===== config.mk =====
export PLATFORM = sky130hd
export DESIGN_NAME = mqtt_fixed_header_deframer
export DESIGN_NICKNAME = d
export VERILOG_FILES = /design/src/mfhd_pkg.sv /design/src/mfhd_framer.sv /design/src/mqtt_fixed_header_deframer.sv
export SDC_FILE = /design/constraint.sdc
export NUM_CORES = 1
export LEC_CHECK = 0
export ABC_AREA = 1
export BUFFER_PORTS_ARGS = -buffer_cell sky130_fd_sc_hd__buf_2
export CAP_MARGIN = 20
export CORE_UTILIZATION = 40
export CTS_BUF_LIST = sky130_fd_sc_hd__clkbuf_4
export CTS_CLUSTER_DIAMETER = 30
export DETAILED_ROUTE_END_ITERATION = 12
export GPL_ROUTABILITY_DRIVEN = 0
export PLACE_DENSITY = 0.65
export SLEW_MARGIN = 10
export SYNTH_ARGS = -nofsm -noshare
export SYNTH_HDL_FRONTEND = slang
export SYNTH_SLANG_ARGS = --single-unit

===== constraint.sdc =====
create_clock -name i_clk -period 7.9 [get_ports i_clk]
set_input_delay 1.58 -clock i_clk [delete_from_list [all_inputs] [get_ports i_clk]]
set_output_delay 1.58 -clock i_clk [all_outputs]
set_load 0.01 [all_outputs]

===== src/mfhd_pkg.sv =====
// ----------------------------------------------------------------------------
// mfhd_pkg
// Types and constants shared by the MQTT fixed-header deframer.
// ----------------------------------------------------------------------------
`default_nettype none

package mfhd_pkg;

    localparam int unsigned LEN_W         = 28;
    localparam int unsigned CFG_W         = 29;
    localparam int unsigned SEEN_W        = 3;
    localparam int unsigned MAX_HDR_BYTES = 5;

    localparam logic [7:0]  MORE_BIT      = 8'h80;
    localparam logic [6:0]  DIGIT_MASK    = 7'h7f;
    localparam logic [CFG_W-1:0] CFG_RESET = CFG_W'(1024);

    localparam logic [SEEN_W-1:0] LAST_LEN_IDX = SEEN_W'(MAX_HDR_BYTES - 1);

    typedef enum logic [2:0] {
        ST_HEADER    = 3'd0,
        ST_PAYLOAD   = 3'd1,
        ST_MALFORMED = 3'd2,
        ST_TOO_LARGE = 3'd3,
        ST_DROPPED   = 3'd4
    } t_status;

    typedef enum logic [3:0] {
        PH_TYPE    = 4'b0001,
        PH_LEN     = 4'b0010,
        PH_PAYLOAD = 4'b0100,
        PH_DROP    = 4'b1000
    } t_phase;

    typedef struct packed {
        logic [7:0] rx_byte;
        logic       new_connection;
    } t_in_item;

    typedef struct packed {
        logic [7:0]       data_byte;
        logic [3:0]       packet_type;
        logic [3:0]       packet_flags;
        logic [LEN_W-1:0] decoded_length;
        logic             first_of_packet;
        logic             last_of_packet;
        logic [2:0]       status;
    } t_out_item;

    typedef struct packed {
        t_phase            phase;
        logic [SEEN_W-1:0] length_bytes_seen;
        logic [LEN_W-1:0]  length_accum;
        logic [LEN_W-1:0]  payload_left;
        logic [7:0]        type_and_flags;
    } t_state;

endpackage

`default_nettype wire


===== src/mfhd_framer.sv =====
// ----------------------------------------------------------------------------
// mfhd_framer
// Next-state and result logic for one stream byte of the deframer.
// ----------------------------------------------------------------------------
`default_nettype none

module mfhd_framer (
    input  mfhd_pkg::t_state                   i_state,
    input  mfhd_pkg::t_in_item                 i_item,
    input  logic [mfhd_pkg::CFG_W-1:0]         i_max_size,
    output mfhd_pkg::t_state                   o_state,
    output mfhd_pkg::t_out_item                o_result
);
    import mfhd_pkg::*;

    t_phase            cur_phase;
    logic [SEEN_W-1:0] seen_inc;
    logic [LEN_W-1:0]  digit;
    logic [LEN_W-1:0]  accum_sum;
    logic [CFG_W-1:0]  total;
    logic [LEN_W-1:0]  left_dec;
    logic              show;
    t_status           status;
    logic              first;
    logic              last;

    always_comb begin
        cur_phase = i_item.new_connection ? PH_TYPE : i_state.phase;
        seen_inc  = i_state.length_bytes_seen + SEEN_W'(1);
        digit     = LEN_W'({1'b0, i_item.rx_byte[6:0] & DIGIT_MASK})
                    << (7 * i_state.length_bytes_seen[1:0]);
        accum_sum = i_state.length_accum + digit;
        total     = CFG_W'(1) + CFG_W'(seen_inc) + CFG_W'(accum_sum);
        left_dec  = (i_state.payload_left != '0) ?
                    i_state.payload_left - LEN_W'(1) : i_state.payload_left;

        o_state = i_state;
        show    = 1'b1;
        status  = ST_HEADER;
        first   = 1'b0;
        last    = 1'b0;

        unique case (cur_phase)
            PH_TYPE: begin
                o_state.type_and_flags    = i_item.rx_byte;
                o_state.length_bytes_seen = '0;
                o_state.length_accum      = '0;
                o_state.payload_left      = '0;
                o_state.phase             = PH_LEN;
                first                     = 1'b1;
            end
            PH_LEN: begin
                o_state.length_accum      = accum_sum;
                o_state.length_bytes_seen = seen_inc;
                if ((i_item.rx_byte & MORE_BIT) != '0) begin
                    if (seen_inc >= LAST_LEN_IDX) begin
                        status        = ST_MALFORMED;
                        o_state.phase = PH_DROP;
                    end
                end else if (total > i_max_size) begin
                    status        = ST_TOO_LARGE;
                    o_state.phase = PH_DROP;
                end else if (accum_sum == '0) begin
                    last          = 1'b1;
                    o_state.phase = PH_TYPE;
                end else begin
                    o_state.payload_left = accum_sum;
                    o_state.phase        = PH_PAYLOAD;
                end
            end
            PH_PAYLOAD: begin
                status               = ST_PAYLOAD;
                o_state.payload_left = left_dec;
                if (left_dec == '0) begin
                    last          = 1'b1;
                    o_state.phase = PH_TYPE;
                end
            end
            PH_DROP: begin
                status = ST_DROPPED;
                show   = 1'b0;
            end
            default: begin
                status = ST_DROPPED;
                show   = 1'b0;
            end
        endcase

        o_result.data_byte       = i_item.rx_byte;
        o_result.packet_type     = show ? o_state.type_and_flags[7:4] : '0;
        o_result.packet_flags    = show ? o_state.type_and_flags[3:0] : '0;
        o_result.decoded_length  = show ? o_state.length_accum : '0;
        o_result.first_of_packet = first;
        o_result.last_of_packet  = last;
        o_result.status          = status;
    end

endmodule

`default_nettype wire


===== src/mqtt_fixed_header_deframer.sv =====
// ----------------------------------------------------------------------------
// mqtt_fixed_header_deframer
// Frames MQTT control packets from a byte stream, one result per byte.
// ----------------------------------------------------------------------------
// Usage:
//   Input channel (i_in_valid/o_in_ready/i_in) carries one stream byte and a
//   new_connection flag per transaction. Output channel
//   (o_out_valid/i_out_ready/o_out) returns one result per input byte:
//   the byte, type and flags, decoded length, packet start/end marks and a
//   status code. Configuration channel (i_cfg_valid/o_cfg_ready/i_cfg_data)
//   writes the maximum packet size; write it only while idle.
//   A result is registered, appearing the cycle after its byte is accepted.
//   Throughput: one byte per cycle with i_out_ready high, set by the single
//   output register; framing state updates in the cycle the byte is taken.
//   Reset: framing waits for a type byte, max size returns to 1024, and the
//   output register empties.
//   Stall: while a result waits and i_out_ready is low, o_in_ready drops and
//   the result holds; a byte is taken in the same cycle the result leaves.
//   After a malformed or oversized header, bytes are dropped until a byte
//   arrives with new_connection set.
// ----------------------------------------------------------------------------
`default_nettype none

module mqtt_fixed_header_deframer (
    input  logic                        i_clk,
    input  logic                        i_rst_n,
    input  logic                        i_in_valid,
    output logic                        o_in_ready,
    input  mfhd_pkg::t_in_item          i_in,
    output logic                        o_out_valid,
    input  logic                        i_out_ready,
    output mfhd_pkg::t_out_item         o_out,
    input  logic                        i_cfg_valid,
    output logic                        o_cfg_ready,
    input  logic [mfhd_pkg::CFG_W-1:0]  i_cfg_data
);
    import mfhd_pkg::*;

    t_state           r_state;
    t_state           n_state;
    t_out_item        r_out;
    t_out_item        n_out;
    logic             r_out_valid;
    logic [CFG_W-1:0] r_max_size;
    logic             in_take;

    assign o_in_ready  = !r_out_valid || i_out_ready;
    assign in_take     = i_in_valid && o_in_ready;
    assign o_cfg_ready = 1'b1;
    assign o_out_valid = r_out_valid;
    assign o_out       = r_out;

    mfhd_framer u_framer (
        .i_state    (r_state),
        .i_item     (i_in),
        .i_max_size (r_max_size),
        .o_state    (n_state),
        .o_result   (n_out)
    );

    always_ff @(posedge i_clk) begin
        if (!i_rst_n) begin
            r_state.phase             <= PH_TYPE;
            r_state.length_bytes_seen <= '0;
            r_state.length_accum      <= '0;
            r_state.payload_left      <= '0;
            r_state.type_and_flags    <= '0;
            r_out_valid               <= 1'b0;
            r_max_size                <= CFG_RESET;
        end else begin
            if (in_take) begin
                r_state     <= n_state;
                r_out_valid <= 1'b1;
            end else if (i_out_ready) begin
                r_out_valid <= 1'b0;
            end
            if (i_cfg_valid) begin
                r_max_size <= i_cfg_data;
            end
        end
    end

    always_ff @(posedge i_clk) begin
        if (in_take) begin
            r_out <= n_out;
        end
    end

endmodule

`default_nettype wire


==> flow_summary_export.csv <==
group,metric,value,unit
place,post_dp_cell_area,0.01230,sq mm
timing,final-hold-violation-count,0,
route,drcViolationCount,0,
floorplanning,std_cell_rows,61,
clock_network,clkTransAtPathRegs,0.16,ns
yosys,synth_ff_type,"dfxtp_1",
global_route,grt_max_degree,70,
yosys,postSynthAreaPerCell,6.379,sq um
floorplanning,initial_core_util,41.11,%
route,drt_iter0_markers,1060,
yosys,synthTopCellsByArea,"dfxtp_1 17%, nand2_1 13%, edfxtp_1 13%, inv_1 10%, ha_1 6.8%",
route,ant_nets,0,
clock_network,cts_tree,"built",
clock_network,cts_made_buffers,17,
floorplanning,die-area,0.02963,sq mm
yosys,synthesis.nets,1923,
yosys,syn_inst,1815,
place,place_ws,0.4833,ns
worst_setup_path,cpMaxStageDelayCell,"inv_2",
clock_network,cts_sinks,150,
global_route,grt_pass1_wl,54790,um
worst_setup_path,setup.worst_path.start_class,"primary input",
yosys,seq_area_frac_synth,30.17,%
worst_setup_path,rr_startpoint,"r_state[64]",
route,vias,11820,
worst_setup_path,critPathMaxFanout,32,
finish,fin_cells,2272,
yosys,ys_ff_latch,150,
pwr,powerDensity,172.0,mW/mm^2
clock_network,cts_buffer_depth,2,
floorplanning,boundaryPins,95,
timing,finalSetupTns,0,ns
finish,drive_above_1_share,11.67,%
global_route,first_global_vias,10330,
pwr,finalPower,2.179,mW
timing,fin_skew,0.02818,ns
route,drt-total-wl,35270,um
place,placed_cells,2237,
timing,fin_ws,1.244,ns
clock_network,hold_buffers,0,
run,max_cap_viol_count,0,
timing,drv_slew,0,
worst_setup_path,path_class,"primary input to flip-flop",
timing,worstMarginPinSlew,1.035,ns
global_route,overflow,0,
yosys,syn_area,0.01158,sq mm
yosys,yosysTopAreaCell,"dfxtp_1",
worst_setup_path,worstPathRequired,8.41,ns
min_path,hold_path.class,"flip-flop to flip-flop",
clock_network,postCtsSetupBuffers,0,
finish,final_area,0.01267,sq mm
outcome,outcome,"finished clean",
pwr,p_leak,6.316,nW
worst_setup_path,worstPathArrival,7.16,ns
place,io_buffer_count,93,
finish,final_common_cell,"nand2_1",
yosys,yosysTopAreaCellShare,17.46,%
worst_setup_path,max_stage_delay,0.40,ns
floorplanning,core,0.02816,sq mm
timing,period_share,84.26,%
route,via_per_inst,5.202,
pwr,ir_drop,81.06,uV
yosys,synthDistinctLibCells,44,
place,dp_hpwl,27530,um
worst_setup_path,crit_top_cell,"nand2_1",
yosys,synth_warnings,0,
worst_setup_path,worst_setup_path_end_kind,"flip-flop",
yosys,synth_enable_flop_cells,49,
timing,clock.fmax,0.1502,GHz
min_path,hold_start,"r_max_size[7]",
clock_network,cts-root-buf,"clkbuf_4",
timing,final-setup-viol-count,0,
timing,rsz0062_at_grt,"false",
finish,layout_common_cells,"415 x nand2_1, 312 x inv_1, 206 x nor2_1",
timing,maxSlewHeadroom,30.81,%
floorplanning,die_y,172.1,um
global_route,track_usage,24.02,%
finish,syn_to_final_growth,9.423,%
finish,nNetsFinal,1988,
global_route,antenna_found_initial,1,
clock_network,cts.htree.levels,4,
yosys,async_flop_share,0,%
clock_network,postCtsResizedCells,0,
worst_setup_path,startpoint,"i_in[1]",
clock_network,clk-insertion-delay-late,0.60,ns
timing,post-route-min-period,6.656,ns
route,wl_per_cell,15.52,um
route,drt_pass1_iterations,6,
floorplanning,die_w,172.1,um
## cells in the mapped netlist, drive strengths merged (2+ instances only)
library cell and n:
buf 21, fa 2, clkbuf 38, o21bai 6, nor3 44, a211oi 2
or2 2, nand3 141, a31oi 2, nor4 4, xor2 23, ha 63
dfxtp 101, nand3b 7, nand2 437, nand4 32, a21o 3, a21oi 137
edfxtp 49, inv 331, o211ai 10, xnor2 2, o21ai 125, o22ai 10
clkinv 2, nor2 216
## sequential cells by signal, indices dropped and copies added, names as in the netlist
register	count
o_out	49
r_max_size	29
r_state	71
o_out_valid	1
## per-stage QoR
stage | hold WS [ns] | utilization (%)
CTS | 0.4793 | 44.81
finish | 0.4783 | 44.99
global placement | 0.4573 | 43.67
global route | 0.4906 | 44.99
detailed placement | 0.4608 | 43.67
floorplan | 0.4354 | -
## cell type report
type | count | area, sq um
clock buffers | 18 | 135.1
fillers | 2941 | 15490
clock inverters | 14 | 185.2
inverters | 333 | 1250
multi-input cells | 1273 | 6543
well taps | 378 | 473.0
repair buffers | 105 | 588.1
diodes | 1 | 2.502
flip-flops and latches | 150 | 3493
## logic make-up (layout without fill, tap and decap cells)
logic type	after synthesis	in the layout	synth area share, %
AOI/OAI and AO/OA	296	296	13.55
xor gates and xnor gates	25	25	1.891
adders and majority gates	65	65	7.154
buffers and inverters	392	470	13.35
DFF	150	150	30.17
other	1	2	0.03239
and+or+nand+nor	886	886	33.86
## worst max-delay path: cells and delay by family
family | cells | cell delay [ns]
AOI/OAI and AO/OA | 3 | 0.33
adders and majority gates | 4 | 1.24
buffers and inverters | 8 | 1.25
and+or+nand+nor | 21 | 2.75
## layer usage
metal | wire, um | vias up | share of wire, % | GRT usage, %
li1 | - | 5950 | - | -
met3 | 2995 | 74 | 8.5 | 4.967
met5 | 0 | - | 0 | 0
met4 | 1343 | 0 | 3.8 | 10.62
met2 | 14310 | 442 | 41 | 35.47
met1 | 16620 | 5354 | 47 | 33.48
## power by group
group | leakage (nW) | internal, mW | total (mW) | switching [mW]
sequential | 1.33 | 0.866 | 0.909 | 0.0433
clock | 0.175 | 0.210 | 0.561 | 0.351
combinational | 4.82 | 0.224 | 0.708 | 0.485
total | 6.32 | 1.30 | 2.18 | 0.879
## worst paths after layout
path / to / slack (ns) / cells after the start
hold / removal: r_max_size[7] / 0.48 / 2
setup reg to reg: r_state[28] / 1.77 / 35
hold reg to reg: r_max_size[7] / 0.48 / 2
setup / recovery: r_state[28] / 1.24 / 36
No activity file was read; power rests on OpenSTA's default activity.
